$ cat src/rtl/drt_pkg.sv
// shared types and constants for the dirty rectangle tracker
// used by the channel interfaces, the list sequencer and the top level
package drt_pkg;

	// field widths of the channels and configuration port
	localparam int COORD_IN_BITS = 16;
	localparam int OUT_POS_BITS  = 12;
	localparam int OUT_DIM_BITS  = 13;
	localparam int OUT_CNT_BITS  = 5;
	localparam int CFG_DIM_BITS  = 13;
	localparam int PCT_BITS      = 7;
	localparam int CFG_DATA_BITS = 13;
	localparam int CFG_ADDR_BITS = 2;
	// widest internal coordinate value, covers any coordinate width in range
	localparam int WIDE_BITS     = 17;
	localparam int PCT_SCALE     = 100;

	// configuration register indexes
	typedef enum logic [CFG_ADDR_BITS-1:0] {
		REG_SCREEN_WIDTH   = 2'd0,
		REG_SCREEN_HEIGHT  = 2'd1,
		REG_REDRAW_PERCENT = 2'd2
	} cfg_reg_t;

	typedef enum logic [0:0] {
		KIND_MARK  = 1'b0,
		KIND_FLUSH = 1'b1
	} item_kind_t;

	// list sequencer states
	typedef enum logic [4:0] {
		S_IDLE,
		S_CHECK,
		S_SCAN_RD,
		S_SCAN_CHK,
		S_CI,
		S_CI_LD,
		S_CJ,
		S_CJ_CHK,
		S_SH,
		S_SH_WR,
		S_AR,
		S_AR_MUL,
		S_AR_ACC,
		S_THR,
		S_THR2,
		S_CMP,
		S_RESP,
		S_FLUSH,
		S_FL_RD,
		S_FL_OUT
	} seq_state_t;

endpackage

$ cat src/rtl/drt_if.sv
// valid/ready channel interfaces for mark/flush items and emitted results
// depends on drt_pkg for the field widths
interface drt_req_if import drt_pkg::*; ();
	logic                     valid;
	logic                     ready;
	logic                     kind;
	logic [COORD_IN_BITS-1:0] rect_left;
	logic [COORD_IN_BITS-1:0] rect_top;
	logic [COORD_IN_BITS-1:0] rect_width;
	logic [COORD_IN_BITS-1:0] rect_height;

	modport source (output valid, kind, rect_left, rect_top, rect_width, rect_height,
		input ready);
	modport sink (input valid, kind, rect_left, rect_top, rect_width, rect_height,
		output ready);
endinterface

interface drt_rsp_if import drt_pkg::*; ();
	logic                    valid;
	logic                    ready;
	logic                    entry_valid;
	logic [OUT_POS_BITS-1:0] out_left;
	logic [OUT_POS_BITS-1:0] out_top;
	logic [OUT_DIM_BITS-1:0] out_width;
	logic [OUT_DIM_BITS-1:0] out_height;
	logic                    redraw_all;
	logic [OUT_CNT_BITS-1:0] stored_count;
	logic                    last_result;

	modport source (output valid, entry_valid, out_left, out_top, out_width, out_height,
		redraw_all, stored_count, last_result, input ready);
	modport sink (input valid, entry_valid, out_left, out_top, out_width, out_height,
		redraw_all, stored_count, last_result, output ready);
endinterface

$ cat src/rtl/dirty_rect_tracker.sv
// mark: clip, scan the stored list for an overlap, compaction (each entry against
// every later one, absorbed entries shifted down), then the area sum and threshold compare
// flush: one result per stored rectangle; one item in the memory loop at a time,
// and a stalled result holds the sequencer
// reset clears list count, redraw flag, sequencer and output valid; the store
// itself is not cleared and needs no clearing pass; config resets to 640/480/75
module dirty_rect_tracker import drt_pkg::*; #(
	parameter int MAX_RECTS  = 16,
	parameter int COORD_BITS = 12
) (
	input  logic                     clk,
	input  logic                     arst_n,
	input  logic                     cfg_we,
	input  logic [CFG_ADDR_BITS-1:0] cfg_addr,
	input  logic [CFG_DATA_BITS-1:0] cfg_wdata,
	drt_req_if.sink                  req,
	drt_rsp_if.source                rsp
);

	localparam logic [WIDE_BITS-1:0] SCR_LIM = WIDE_BITS'(2 ** COORD_BITS);

	logic [CFG_DIM_BITS-1:0] sw_q, sh_q;
	logic [PCT_BITS-1:0]     pct_q;
	logic [WIDE_BITS-1:0]    sw_x, sh_x;
	logic [COORD_BITS:0]     scr_w, scr_h;

	// configuration registers
	always_ff @(posedge clk or negedge arst_n) begin
		if (!arst_n) begin
			sw_q  <= CFG_DIM_BITS'(640);
			sh_q  <= CFG_DIM_BITS'(480);
			pct_q <= PCT_BITS'(75);
		end else if (cfg_we) begin
			case (cfg_addr)
				REG_SCREEN_WIDTH:   sw_q  <= cfg_wdata[CFG_DIM_BITS-1:0];
				REG_SCREEN_HEIGHT:  sh_q  <= cfg_wdata[CFG_DIM_BITS-1:0];
				REG_REDRAW_PERCENT: pct_q <= cfg_wdata[PCT_BITS-1:0];
				default: ;
			endcase
		end
	end

	// limit the screen to the coordinate range
	assign sw_x  = WIDE_BITS'(sw_q);
	assign sh_x  = WIDE_BITS'(sh_q);
	assign scr_w = (sw_x > SCR_LIM) ? SCR_LIM[COORD_BITS:0] : sw_x[COORD_BITS:0];
	assign scr_h = (sh_x > SCR_LIM) ? SCR_LIM[COORD_BITS:0] : sh_x[COORD_BITS:0];

	drt_seq #(
		.MAX_RECTS  (MAX_RECTS),
		.COORD_BITS (COORD_BITS)
	) u_seq (
		.clk    (clk),
		.arst_n (arst_n),
		.scr_w  (scr_w),
		.scr_h  (scr_h),
		.pct    (pct_q),
		.req    (req),
		.rsp    (rsp)
	);

endmodule

$ cat src/rtl/drt_seq.sv
// list sequencer: rectangle memory plus the read-modify-write control that
// scans, merges, compacts, sums areas and flushes; depends on drt_pkg, drt_if
module drt_seq import drt_pkg::*; #(
	parameter int MAX_RECTS  = 16,
	parameter int COORD_BITS = 12
) (
	input  logic                  clk,
	input  logic                  arst_n,
	input  logic [COORD_BITS:0]   scr_w,
	input  logic [COORD_BITS:0]   scr_h,
	input  logic [PCT_BITS-1:0]   pct,
	drt_req_if.sink               req,
	drt_rsp_if.source             rsp
);

	localparam int IW = (MAX_RECTS > 1) ? $clog2(MAX_RECTS) : 1;
	localparam int CW = $clog2(MAX_RECTS + 1);
	localparam int SW = COORD_BITS + 2;
	localparam int PW = 2 * COORD_BITS + 2;
	localparam int AW = PW + CW;
	localparam int LW = AW + PCT_BITS;

	typedef struct packed {
		logic [COORD_BITS-1:0] left;
		logic [COORD_BITS-1:0] top;
		logic [COORD_BITS:0]   width;
		logic [COORD_BITS:0]   height;
	} box_t;

	seq_state_t st_q, st_d;

	box_t rect_mem_q [MAX_RECTS];
	box_t rd_box_q;
	logic          mem_re, mem_we;
	logic [IW-1:0] mem_ra, mem_wa;
	box_t          mem_wd;

	logic [COORD_IN_BITS-1:0] x_q, y_q, w_q, h_q;
	box_t nb_q, a_q;
	logic [CW-1:0] count_q, i_q, j_q, k_q;
	logic pend_q;
	logic [PW-1:0] prod_q, thr_q;
	logic [AW-1:0] area_q;
	logic [LW-1:0] lhs_q, rhs_q;

	// output register
	logic rsp_vld_q;
	logic out_free, out_load;
	logic out_entry, out_last;
	box_t out_box;
	logic entry_q, redraw_q, last_q;
	logic [OUT_POS_BITS-1:0] left_q, top_q;
	logic [OUT_DIM_BITS-1:0] width_q, height_q;
	logic [OUT_CNT_BITS-1:0] cnt_q;
	logic [OUT_CNT_BITS-1:0] out_cnt;
	logic [7:0] cnt_x;
	logic [WIDE_BITS-1:0] ol_x, ot_x, ow_x, oh_x;

	// clipping of the incoming mark
	logic [WIDE_BITS-1:0] xs, ys, sws, shs, xe, ye, wc, hc;
	logic off_scr, zero_sz;
	box_t clip_box;

	// overlap and bounding box unit
	box_t ab_dst, ab_src, ab_box;
	logic ab_ok;
	logic [SW-1:0] ax1, ax2, ay1, ay2, bx1, bx2, by1, by2, lx, ly, hx, hy;

	logic i_lt, j_lt, k_lt, fl_last;

	assign i_lt    = i_q < count_q;
	assign j_lt    = j_q < count_q;
	assign k_lt    = k_q < count_q;
	assign fl_last = CW'(i_q + 1'b1) == count_q;
	assign out_free = !rsp_vld_q || rsp.ready;

	// rectangle memory, one write and one registered read port
	always_ff @(posedge clk) begin
		if (mem_we) rect_mem_q[mem_wa] <= mem_wd;
		if (mem_re) rd_box_q <= rect_mem_q[mem_ra];
	end

	// clip the mark to the screen
	always_comb begin
		xs = WIDE_BITS'(x_q);
		ys = WIDE_BITS'(y_q);
		sws = WIDE_BITS'(scr_w);
		shs = WIDE_BITS'(scr_h);
		xe = xs + WIDE_BITS'(w_q);
		ye = ys + WIDE_BITS'(h_q);
		off_scr = (xs >= sws) || (ys >= shs);
		wc = (xe > sws) ? (sws - xs) : WIDE_BITS'(w_q);
		hc = (ye > shs) ? (shs - ys) : WIDE_BITS'(h_q);
		zero_sz = (wc == '0) || (hc == '0);
		clip_box.left   = x_q[COORD_BITS-1:0];
		clip_box.top    = y_q[COORD_BITS-1:0];
		clip_box.width  = wc[COORD_BITS:0];
		clip_box.height = hc[COORD_BITS:0];
	end

	// strict overlap test and bounding box
	always_comb begin
		ab_dst = (st_q == S_SCAN_CHK) ? rd_box_q : a_q;
		ab_src = (st_q == S_SCAN_CHK) ? nb_q : rd_box_q;
		ax1 = SW'(ab_dst.left);
		ay1 = SW'(ab_dst.top);
		ax2 = ax1 + SW'(ab_dst.width);
		ay2 = ay1 + SW'(ab_dst.height);
		bx1 = SW'(ab_src.left);
		by1 = SW'(ab_src.top);
		bx2 = bx1 + SW'(ab_src.width);
		by2 = by1 + SW'(ab_src.height);
		ab_ok = !((ax1 >= bx2) || (bx1 >= ax2) || (ay1 >= by2) || (by1 >= ay2));
		lx = (ax1 < bx1) ? ax1 : bx1;
		ly = (ay1 < by1) ? ay1 : by1;
		hx = (ax2 > bx2) ? ax2 : bx2;
		hy = (ay2 > by2) ? ay2 : by2;
		ab_box.left   = lx[COORD_BITS-1:0];
		ab_box.top    = ly[COORD_BITS-1:0];
		ab_box.width  = COORD_BITS'(1'b0) + (COORD_BITS+1)'(hx - lx);
		ab_box.height = COORD_BITS'(1'b0) + (COORD_BITS+1)'(hy - ly);
	end

	// next state, memory control and result load
	always_comb begin
		st_d      = st_q;
		req.ready = 1'b0;
		mem_re    = 1'b0;
		mem_we    = 1'b0;
		mem_ra    = i_q[IW-1:0];
		mem_wa    = i_q[IW-1:0];
		mem_wd    = a_q;
		out_load  = 1'b0;
		out_entry = 1'b0;
		out_last  = 1'b1;
		out_box   = '0;
		out_cnt   = cnt_x[OUT_CNT_BITS-1:0];
		case (st_q)
			S_IDLE: begin
				req.ready = 1'b1;
				if (req.valid) st_d = (req.kind == KIND_FLUSH) ? S_FLUSH : S_CHECK;
			end
			S_CHECK: begin
				st_d = (pend_q || off_scr || zero_sz) ? S_RESP : S_SCAN_RD;
			end
			S_SCAN_RD: begin
				if (i_lt) begin
					mem_re = 1'b1;
					st_d = S_SCAN_CHK;
				end else if (count_q < CW'(MAX_RECTS)) begin
					mem_we = 1'b1;
					mem_wa = count_q[IW-1:0];
					mem_wd = nb_q;
					st_d = S_CI;
				end else begin
					st_d = S_RESP;
				end
			end
			S_SCAN_CHK: begin
				if (ab_ok) begin
					mem_we = 1'b1;
					mem_wd = ab_box;
					st_d = S_CI;
				end else begin
					st_d = S_SCAN_RD;
				end
			end
			S_CI: begin
				if (i_lt) begin
					mem_re = 1'b1;
					st_d = S_CI_LD;
				end else begin
					st_d = S_AR;
				end
			end
			S_CI_LD: st_d = S_CJ;
			S_CJ: begin
				if (j_lt) begin
					mem_re = 1'b1;
					mem_ra = j_q[IW-1:0];
					st_d = S_CJ_CHK;
				end else begin
					mem_we = 1'b1;
					st_d = S_CI;
				end
			end
			S_CJ_CHK: st_d = ab_ok ? S_SH : S_CJ;
			S_SH: begin
				if (k_lt) begin
					mem_re = 1'b1;
					mem_ra = k_q[IW-1:0];
					st_d = S_SH_WR;
				end else begin
					st_d = S_CJ;
				end
			end
			S_SH_WR: begin
				mem_we = 1'b1;
				mem_wa = IW'(k_q - 1'b1);
				mem_wd = rd_box_q;
				st_d = S_SH;
			end
			S_AR: begin
				if (i_lt) begin
					mem_re = 1'b1;
					st_d = S_AR_MUL;
				end else begin
					st_d = S_THR;
				end
			end
			S_AR_MUL: st_d = S_AR_ACC;
			S_AR_ACC: st_d = S_AR;
			S_THR:    st_d = S_THR2;
			S_THR2:   st_d = S_CMP;
			S_CMP:    st_d = S_RESP;
			S_RESP: begin
				if (out_free) begin
					out_load = 1'b1;
					st_d = S_IDLE;
				end
			end
			S_FLUSH: begin
				if (count_q == '0) begin
					if (out_free) begin
						out_load = 1'b1;
						st_d = S_IDLE;
					end
				end else begin
					st_d = S_FL_RD;
				end
			end
			S_FL_RD: begin
				mem_re = 1'b1;
				st_d = S_FL_OUT;
			end
			S_FL_OUT: begin
				out_entry = 1'b1;
				out_box   = rd_box_q;
				out_last  = fl_last;
				out_cnt   = '0;
				if (out_free) begin
					out_load = 1'b1;
					st_d = fl_last ? S_IDLE : S_FL_RD;
				end
			end
			default: st_d = S_IDLE;
		endcase
	end

	// control state
	always_ff @(posedge clk or negedge arst_n) begin
		if (!arst_n) begin
			st_q      <= S_IDLE;
			count_q   <= '0;
			pend_q    <= 1'b0;
			rsp_vld_q <= 1'b0;
		end else begin
			st_q <= st_d;
			if (out_load) rsp_vld_q <= 1'b1;
			else if (rsp.ready) rsp_vld_q <= 1'b0;
			case (st_q)
				S_SCAN_RD: begin
					if (!i_lt) begin
						if (count_q < CW'(MAX_RECTS)) count_q <= count_q + 1'b1;
						else pend_q <= 1'b1;
					end
				end
				S_SH: if (!k_lt) count_q <= count_q - 1'b1;
				S_CMP: if (lhs_q >= rhs_q) pend_q <= 1'b1;
				S_FLUSH: if (count_q == '0 && out_free) pend_q <= 1'b0;
				S_FL_OUT: begin
					if (out_free && fl_last) begin
						count_q <= '0;
						pend_q  <= 1'b0;
					end
				end
				default: ;
			endcase
		end
	end

	// working registers
	always_ff @(posedge clk) begin
		case (st_q)
			S_IDLE: begin
				if (req.valid) begin
					x_q <= req.rect_left;
					y_q <= req.rect_top;
					w_q <= req.rect_width;
					h_q <= req.rect_height;
				end
			end
			S_CHECK: begin
				nb_q <= clip_box;
				i_q  <= '0;
			end
			S_SCAN_RD: if (!i_lt) i_q <= '0;
			S_SCAN_CHK: i_q <= ab_ok ? '0 : CW'(i_q + 1'b1);
			S_CI: begin
				if (!i_lt) begin
					i_q    <= '0;
					area_q <= '0;
				end
			end
			S_CI_LD: begin
				a_q <= rd_box_q;
				j_q <= CW'(i_q + 1'b1);
			end
			S_CJ: if (!j_lt) i_q <= CW'(i_q + 1'b1);
			S_CJ_CHK: begin
				if (ab_ok) begin
					a_q <= ab_box;
					k_q <= CW'(j_q + 1'b1);
				end else begin
					j_q <= CW'(j_q + 1'b1);
				end
			end
			S_SH_WR: k_q <= CW'(k_q + 1'b1);
			S_AR_MUL: begin
				prod_q <= PW'(rd_box_q.width) * PW'(rd_box_q.height);
				i_q    <= CW'(i_q + 1'b1);
			end
			S_AR_ACC: area_q <= area_q + AW'(prod_q);
			S_THR: begin
				thr_q <= PW'(scr_w) * PW'(scr_h);
				lhs_q <= LW'(area_q) * LW'(PCT_SCALE);
			end
			S_THR2: rhs_q <= LW'(thr_q) * LW'(pct);
			S_FLUSH: i_q <= '0;
			S_FL_OUT: if (out_free) i_q <= CW'(i_q + 1'b1);
			default: ;
		endcase
	end

	// result payload register
	assign cnt_x = 8'(count_q);
	assign ol_x  = WIDE_BITS'(out_box.left);
	assign ot_x  = WIDE_BITS'(out_box.top);
	assign ow_x  = WIDE_BITS'(out_box.width);
	assign oh_x  = WIDE_BITS'(out_box.height);

	always_ff @(posedge clk) begin
		if (out_load) begin
			entry_q  <= out_entry;
			left_q   <= ol_x[OUT_POS_BITS-1:0];
			top_q    <= ot_x[OUT_POS_BITS-1:0];
			width_q  <= ow_x[OUT_DIM_BITS-1:0];
			height_q <= oh_x[OUT_DIM_BITS-1:0];
			redraw_q <= pend_q;
			cnt_q    <= out_cnt;
			last_q   <= out_last;
		end
	end

	assign rsp.valid        = rsp_vld_q;
	assign rsp.entry_valid  = entry_q;
	assign rsp.out_left     = left_q;
	assign rsp.out_top      = top_q;
	assign rsp.out_width    = width_q;
	assign rsp.out_height   = height_q;
	assign rsp.redraw_all   = redraw_q;
	assign rsp.stored_count = cnt_q;
	assign rsp.last_result  = last_q;

	// checks on the list bookkeeping
	a_count_range: assert property (@(posedge clk) disable iff (!arst_n)
		int'(count_q) <= MAX_RECTS) else $error("list count above capacity");
	a_no_rw_clash: assert property (@(posedge clk) disable iff (!arst_n)
		(mem_re && mem_we) |-> (mem_ra != mem_wa)) else $error("read and write same entry");
	a_wr_range: assert property (@(posedge clk) disable iff (!arst_n)
		mem_we |-> (int'(mem_wa) < MAX_RECTS)) else $error("write beyond list");
	a_flush_clear: assert property (@(posedge clk) disable iff (!arst_n)
		(st_q == S_FL_OUT && out_free && fl_last) |=> (count_q == '0 && !pend_q))
		else $error("flush did not clear list");

endmodule
$ cat src/flat_wrapper.sv
// flat-port wrapper written by rule: the top's interface ports become plain ports
module dirty_rect_tracker_flat import drt_pkg::*;
#(
	parameter int MAX_RECTS  = 16,
	parameter int COORD_BITS = 12
)
  (clk, arst_n, cfg_we, cfg_addr, cfg_wdata, req_valid, req_kind, req_rect_left, req_rect_top, req_rect_width, req_rect_height, req_ready, rsp_valid, rsp_entry_valid, rsp_out_left, rsp_out_top, rsp_out_width, rsp_out_height, rsp_redraw_all, rsp_stored_count, rsp_last_result, rsp_ready);
  drt_req_if req_i ();
  drt_rsp_if rsp_i ();
  input  logic clk;
  input  logic arst_n;
  input  logic cfg_we;
  input  logic [CFG_ADDR_BITS-1:0] cfg_addr;
  input  logic [CFG_DATA_BITS-1:0] cfg_wdata;
  input wire logic [$bits(req_i.valid)-1:0] req_valid;
  input wire logic [$bits(req_i.kind)-1:0] req_kind;
  input wire logic [$bits(req_i.rect_left)-1:0] req_rect_left;
  input wire logic [$bits(req_i.rect_top)-1:0] req_rect_top;
  input wire logic [$bits(req_i.rect_width)-1:0] req_rect_width;
  input wire logic [$bits(req_i.rect_height)-1:0] req_rect_height;
  output wire logic [$bits(req_i.ready)-1:0] req_ready;
  output wire logic [$bits(rsp_i.valid)-1:0] rsp_valid;
  output wire logic [$bits(rsp_i.entry_valid)-1:0] rsp_entry_valid;
  output wire logic [$bits(rsp_i.out_left)-1:0] rsp_out_left;
  output wire logic [$bits(rsp_i.out_top)-1:0] rsp_out_top;
  output wire logic [$bits(rsp_i.out_width)-1:0] rsp_out_width;
  output wire logic [$bits(rsp_i.out_height)-1:0] rsp_out_height;
  output wire logic [$bits(rsp_i.redraw_all)-1:0] rsp_redraw_all;
  output wire logic [$bits(rsp_i.stored_count)-1:0] rsp_stored_count;
  output wire logic [$bits(rsp_i.last_result)-1:0] rsp_last_result;
  input wire logic [$bits(rsp_i.ready)-1:0] rsp_ready;
  assign req_i.valid = req_valid;
  assign req_i.kind = req_kind;
  assign req_i.rect_left = req_rect_left;
  assign req_i.rect_top = req_rect_top;
  assign req_i.rect_width = req_rect_width;
  assign req_i.rect_height = req_rect_height;
  assign req_ready = req_i.ready;
  assign rsp_valid = rsp_i.valid;
  assign rsp_entry_valid = rsp_i.entry_valid;
  assign rsp_out_left = rsp_i.out_left;
  assign rsp_out_top = rsp_i.out_top;
  assign rsp_out_width = rsp_i.out_width;
  assign rsp_out_height = rsp_i.out_height;
  assign rsp_redraw_all = rsp_i.redraw_all;
  assign rsp_stored_count = rsp_i.stored_count;
  assign rsp_last_result = rsp_i.last_result;
  assign rsp_i.ready = rsp_ready;
  dirty_rect_tracker #(.MAX_RECTS(MAX_RECTS), .COORD_BITS(COORD_BITS)) u_core (.clk(clk), .arst_n(arst_n), .cfg_we(cfg_we), .cfg_addr(cfg_addr), .cfg_wdata(cfg_wdata), .req(req_i), .rsp(rsp_i));
endmodule
$ cat config.mk
export PLATFORM = sky130hd
export DESIGN_NAME = dirty_rect_tracker_flat
export DESIGN_NICKNAME = d
export VERILOG_FILES = /design/src/rtl/drt_pkg.sv /design/src/rtl/drt_if.sv /design/src/rtl/dirty_rect_tracker.sv /design/src/rtl/drt_seq.sv /design/src/flat_wrapper.sv
export SDC_FILE = /design/constraint.sdc
export NUM_CORES = 2
export LEC_CHECK = 0
export CORE_ASPECT_RATIO = 0.9
export CORE_MARGIN = 3
export CORE_UTILIZATION = 48
export CTS_CLUSTER_DIAMETER = 60
export DETAILED_ROUTE_END_ITERATION = 8
export DONT_BUFFER_PORTS = 1
export SYNTH_ARGS = -nofsm -noshare
export SYNTH_HDL_FRONTEND = slang
export SYNTH_HIERARCHICAL = 1
export SYNTH_SLANG_ARGS = --single-unit
$ cat constraint.sdc
create_clock -name clk -period 19.73 [get_ports clk]
set_input_delay 3.946 -clock clk [delete_from_list [all_inputs] [get_ports clk]]
set_output_delay 3.946 -clock clk [all_outputs]
set_load 0.01 [all_outputs]
==> run metrics <==
status=finished clean; port bufs=0; Crit. End Element=flop; number of setup buffers added after CTS=0; row count=144; share of layout cells above drive strength 1=7.01%; max_slew headroom=13.5%; hold path depth=1; Worst R2R End=u_core/u_seq/rect_mem_q[12][24]; crit path kind=reg -> reg; Initial Util=48.4%; family with the most delay on the worst path=compound AO/OA/AOI/OAI gates; critical path's slowest cell=dfrtp_1; post-DP HPWL=158000 µm; IO Count=145; CTS tree=done; CP bufs+invs=5; Clock Tree Buf Depth=3; Ys Warns=6; GRT Total Usage=25.8%; Async SR Flop Fraction=3.50%; Pre-Repair DR Iteration Count=8; Num Clock Sinks=1284; Slew Limit Fails=0; Synth Cell Area=83000 µm²; CP Data Arrival Time=11.33 ns; NumNets Final=8602; total gr overflow=0; minimum clock period after layout=10.89 ns; cells after synthesis=7615; largest net degree at the start of global routing=185; TNS Setup=0 ns; die area=178000 µm²; slew at the pin closest to its max-slew limit=1.29 ns; first-pass GRT wire length=351000 µm; Post-synth EDFFs=1239; H-tree levels=4; Synth cell types=106; skew final=0.0368 ns; die span in y=400 µm; Root Driver=clkbuf_16; reg2reg start=u_core/u_seq/st_q[0]; vias=57900; final hold vios=0; vias in the first global route=56600; Max Fanout on Critical Path=55; Core Area=172000 µm²; syn avg cell area=10.9 µm²; clk slew on worst S/H paths=0.06 ns; 1st-iter DRT viols=5258; # hold bufs at CTS=0; Min-Delay Endpoint=u_core/sh_q[11]; startpoint types=flop; wire per inst=23.4 µm; final setup fails=0; Reg2Reg Setup Slack=8.84 ns; hold_sp=u_core/sh_q[11]; dominant register cell in the synthesized netlist=edfxtp_1; MaxCap Viol Count=0; Seq/Total Area, Yosys=46.2%; drt drc=0; Routed Antenna Nets=0; pre-CTS setup slack=8.63 ns; R2R depth=36; Hold Crit Class=reg -> reg; number of antenna violations at the first check in global routing=9; post-cts resize count=0; TritonCTS Buffers=148; fin crit share=55.2%; CP most frequent cell=o21ai_0; clk_lat worst skew=0.78 ns; RSZ-0062 raised after global routing=no; Post-Route WL=232000 µm; vias per std cell=5.85; critical path's largest stage delay=0.89 ns; Yosys reg bits=1284; worst path required time=20.17 ns; slack of the critical path=8.84 ns; Syn Nets=8693; Final GP Congestion=0.931; Peak Freq=91.8 MHz; Die Width=444 µm; area added between synthesis and finish=8.96%
[layer usage]
layer / global-route usage [%] / vias to the layer above / part of all wire (%)
li1: - / 26800 / -
met1: 36.7 / 28900 / 44
met2: 40.9 / 1930 / 46
met3: 4.73 / 324 / 7.2
met4: 6.38 / 2 / 2.5
met5: 0 / - / 0.025
[sequential cells by signal, indices dropped and copies added, names as in the netlist, 7 cells and up]
| register | count |
|---|---|
| u_core/u_seq/rsp.out_top | 12 |
| u_core/pct_q | 7 |
| u_core/u_seq/area_q | 31 |
| u_core/u_seq/y_q | 16 |
| u_core/u_seq/nb_q | 50 |
| u_core/u_seq/a_q | 50 |
| u_core/u_seq/w_q | 16 |
| u_core/u_seq/rd_box_q | 50 |
| u_core/u_seq/rsp.out_left | 12 |
| u_core/sw_q | 13 |
| u_core/u_seq/rhs_q | 33 |
| u_core/u_seq/h_q | 16 |
| u_core/u_seq/prod_q | 26 |
| u_core/u_seq/rect_mem_q | 800 |
| u_core/u_seq/thr_q | 26 |
| u_core/sh_q | 13 |
| u_core/u_seq/rsp.out_height | 13 |
| u_core/u_seq/rsp.out_width | 13 |
| u_core/u_seq/x_q | 16 |
| u_core/u_seq/lhs_q | 36 |
[cells in the final DEF, fill, tap and decap left out, drive strengths merged, types with 13 or more instances in the layout]
cell | synthesis | routed
nor2b | 69 | 69
dfrtp | 35 | 35
and2 | 329 | 329
maj3 | 16 | 16
inv | 755 | 774
nor3 | 77 | 77
mux2i | 126 | 126
xnor2 | 168 | 168
or2 | 17 | 17
mux2 | 70 | 70
a221o | 22 | 22
o21a | 48 | 48
o31ai | 15 | 15
nand2b | 37 | 37
a31oi | 147 | 147
a311oi | 105 | 105
a222oi | 17 | 17
xor2 | 76 | 76
buf | 50 | 139
nor4 | 24 | 24
fa | 399 | 399
a21oi | 352 | 352
o21ai | 255 | 255
a21o | 90 | 90
nand2 | 1149 | 1149
and3 | 74 | 74
o211ai | 17 | 17
a21boi | 20 | 20
clkbuf | 330 | 174
o21bai | 43 | 43
nor2 | 298 | 298
a211oi | 271 | 271
or3 | 24 | 24
nand3 | 55 | 55
ha | 594 | 594
edfxtp | 1239 | 1239
nand4 | 26 | 26
clkinv | 2 | 66
a2bb2oi | 13 | 13
[cells in the mapped netlist, drive strengths merged (55+ instances only)]
master	count	area [µm²]
a211oi	271	2050
a21o	90	676
a21oi	352	1800
a311oi	105	920
a31oi	147	920
and2	329	2060
and3	74	463
clkbuf	330	1240
edfxtp	1239	37200
fa	399	7990
ha	594	7430
inv	755	2830
mux2	70	788
mux2i	126	1260
nand2	1149	4310
nand3	55	275
nor2	298	1130
nor2b	69	432
nor3	77	402
o21ai	255	1290
xnor2	168	1470
xor2	76	673
[final cells by class]
type,count,area (µm²)
fillers,15000,81100
multi-input cells,5194,40500
flip-flops and latches,1284,38300
clock buffers,174,3860
inverters,757,2840
well taps,2263,2830
repair buffers,139,1070
clock inverters,96,926
diodes,5,12.5
[worst max path at each step]
stage | from | slack [ns] | endpoint | cells past startpoint
floorplan | u_core/u_seq/st_q[2] | 7.51 | u_core/u_seq/rect_mem_q[1][0] | 32
global placement | u_core/u_seq/st_q[0] | 8.77 | u_core/u_seq/rect_mem_q[10][24] | 37
detailed placement | u_core/u_seq/st_q[0] | 8.63 | u_core/u_seq/rect_mem_q[8][24] | 36
CTS | u_core/u_seq/st_q[0] | 8.56 | u_core/u_seq/rect_mem_q[12][24] | 36
global route | u_core/u_seq/st_q[0] | 7.78 | u_core/u_seq/rect_mem_q[12][24] | 37
finish | u_core/u_seq/st_q[0] | 8.84 | u_core/u_seq/rect_mem_q[12][24] | 36
[logic make-up after synthesis]
group | count (synthesis) | synth area share (%)
AOI/OAI and AO/OA | 1530 | 12.4
xor gates and xnor gates | 244 | 2.58
adders and majority gates | 1009 | 18.8
buffers and inverters | 1137 | 5.28
DFF | 1284 | 46.2
muxes | 196 | 2.47
and+or+nand+nor | 2215 | 12.3
[per-stage QoR]
step | instances | hold slack [ns] | util [%] | cell area (µm²)
finish | 9912 | 0.499 | 52.7 | 90400
CTS | 9906 | 0.501 | 52.7 | 90400
detailed placement | 9636 | 0.487 | 49.9 | 85600
global placement | 9636 | 0.482 | 49.9 | 85600
global route | 9907 | 0.509 | 52.7 | 90400
floorplan | 7615 | 0.457 | - | 83000
[worst reg2reg max path: cells and delay by family (launching register included)]
family	cells	cell delay (ns)
compound gates	16	3.60
xor+xnor	2	0.37
fa+ha+maj	5	1.53
buf+inv	5	1.76
flops	1	0.89
mux	3	0.89
simple gates	5	1.48
Power is left out: the tool's default activity adds up to more than one toggle a clock period on the data nets, which glitch-free logic cannot reach.
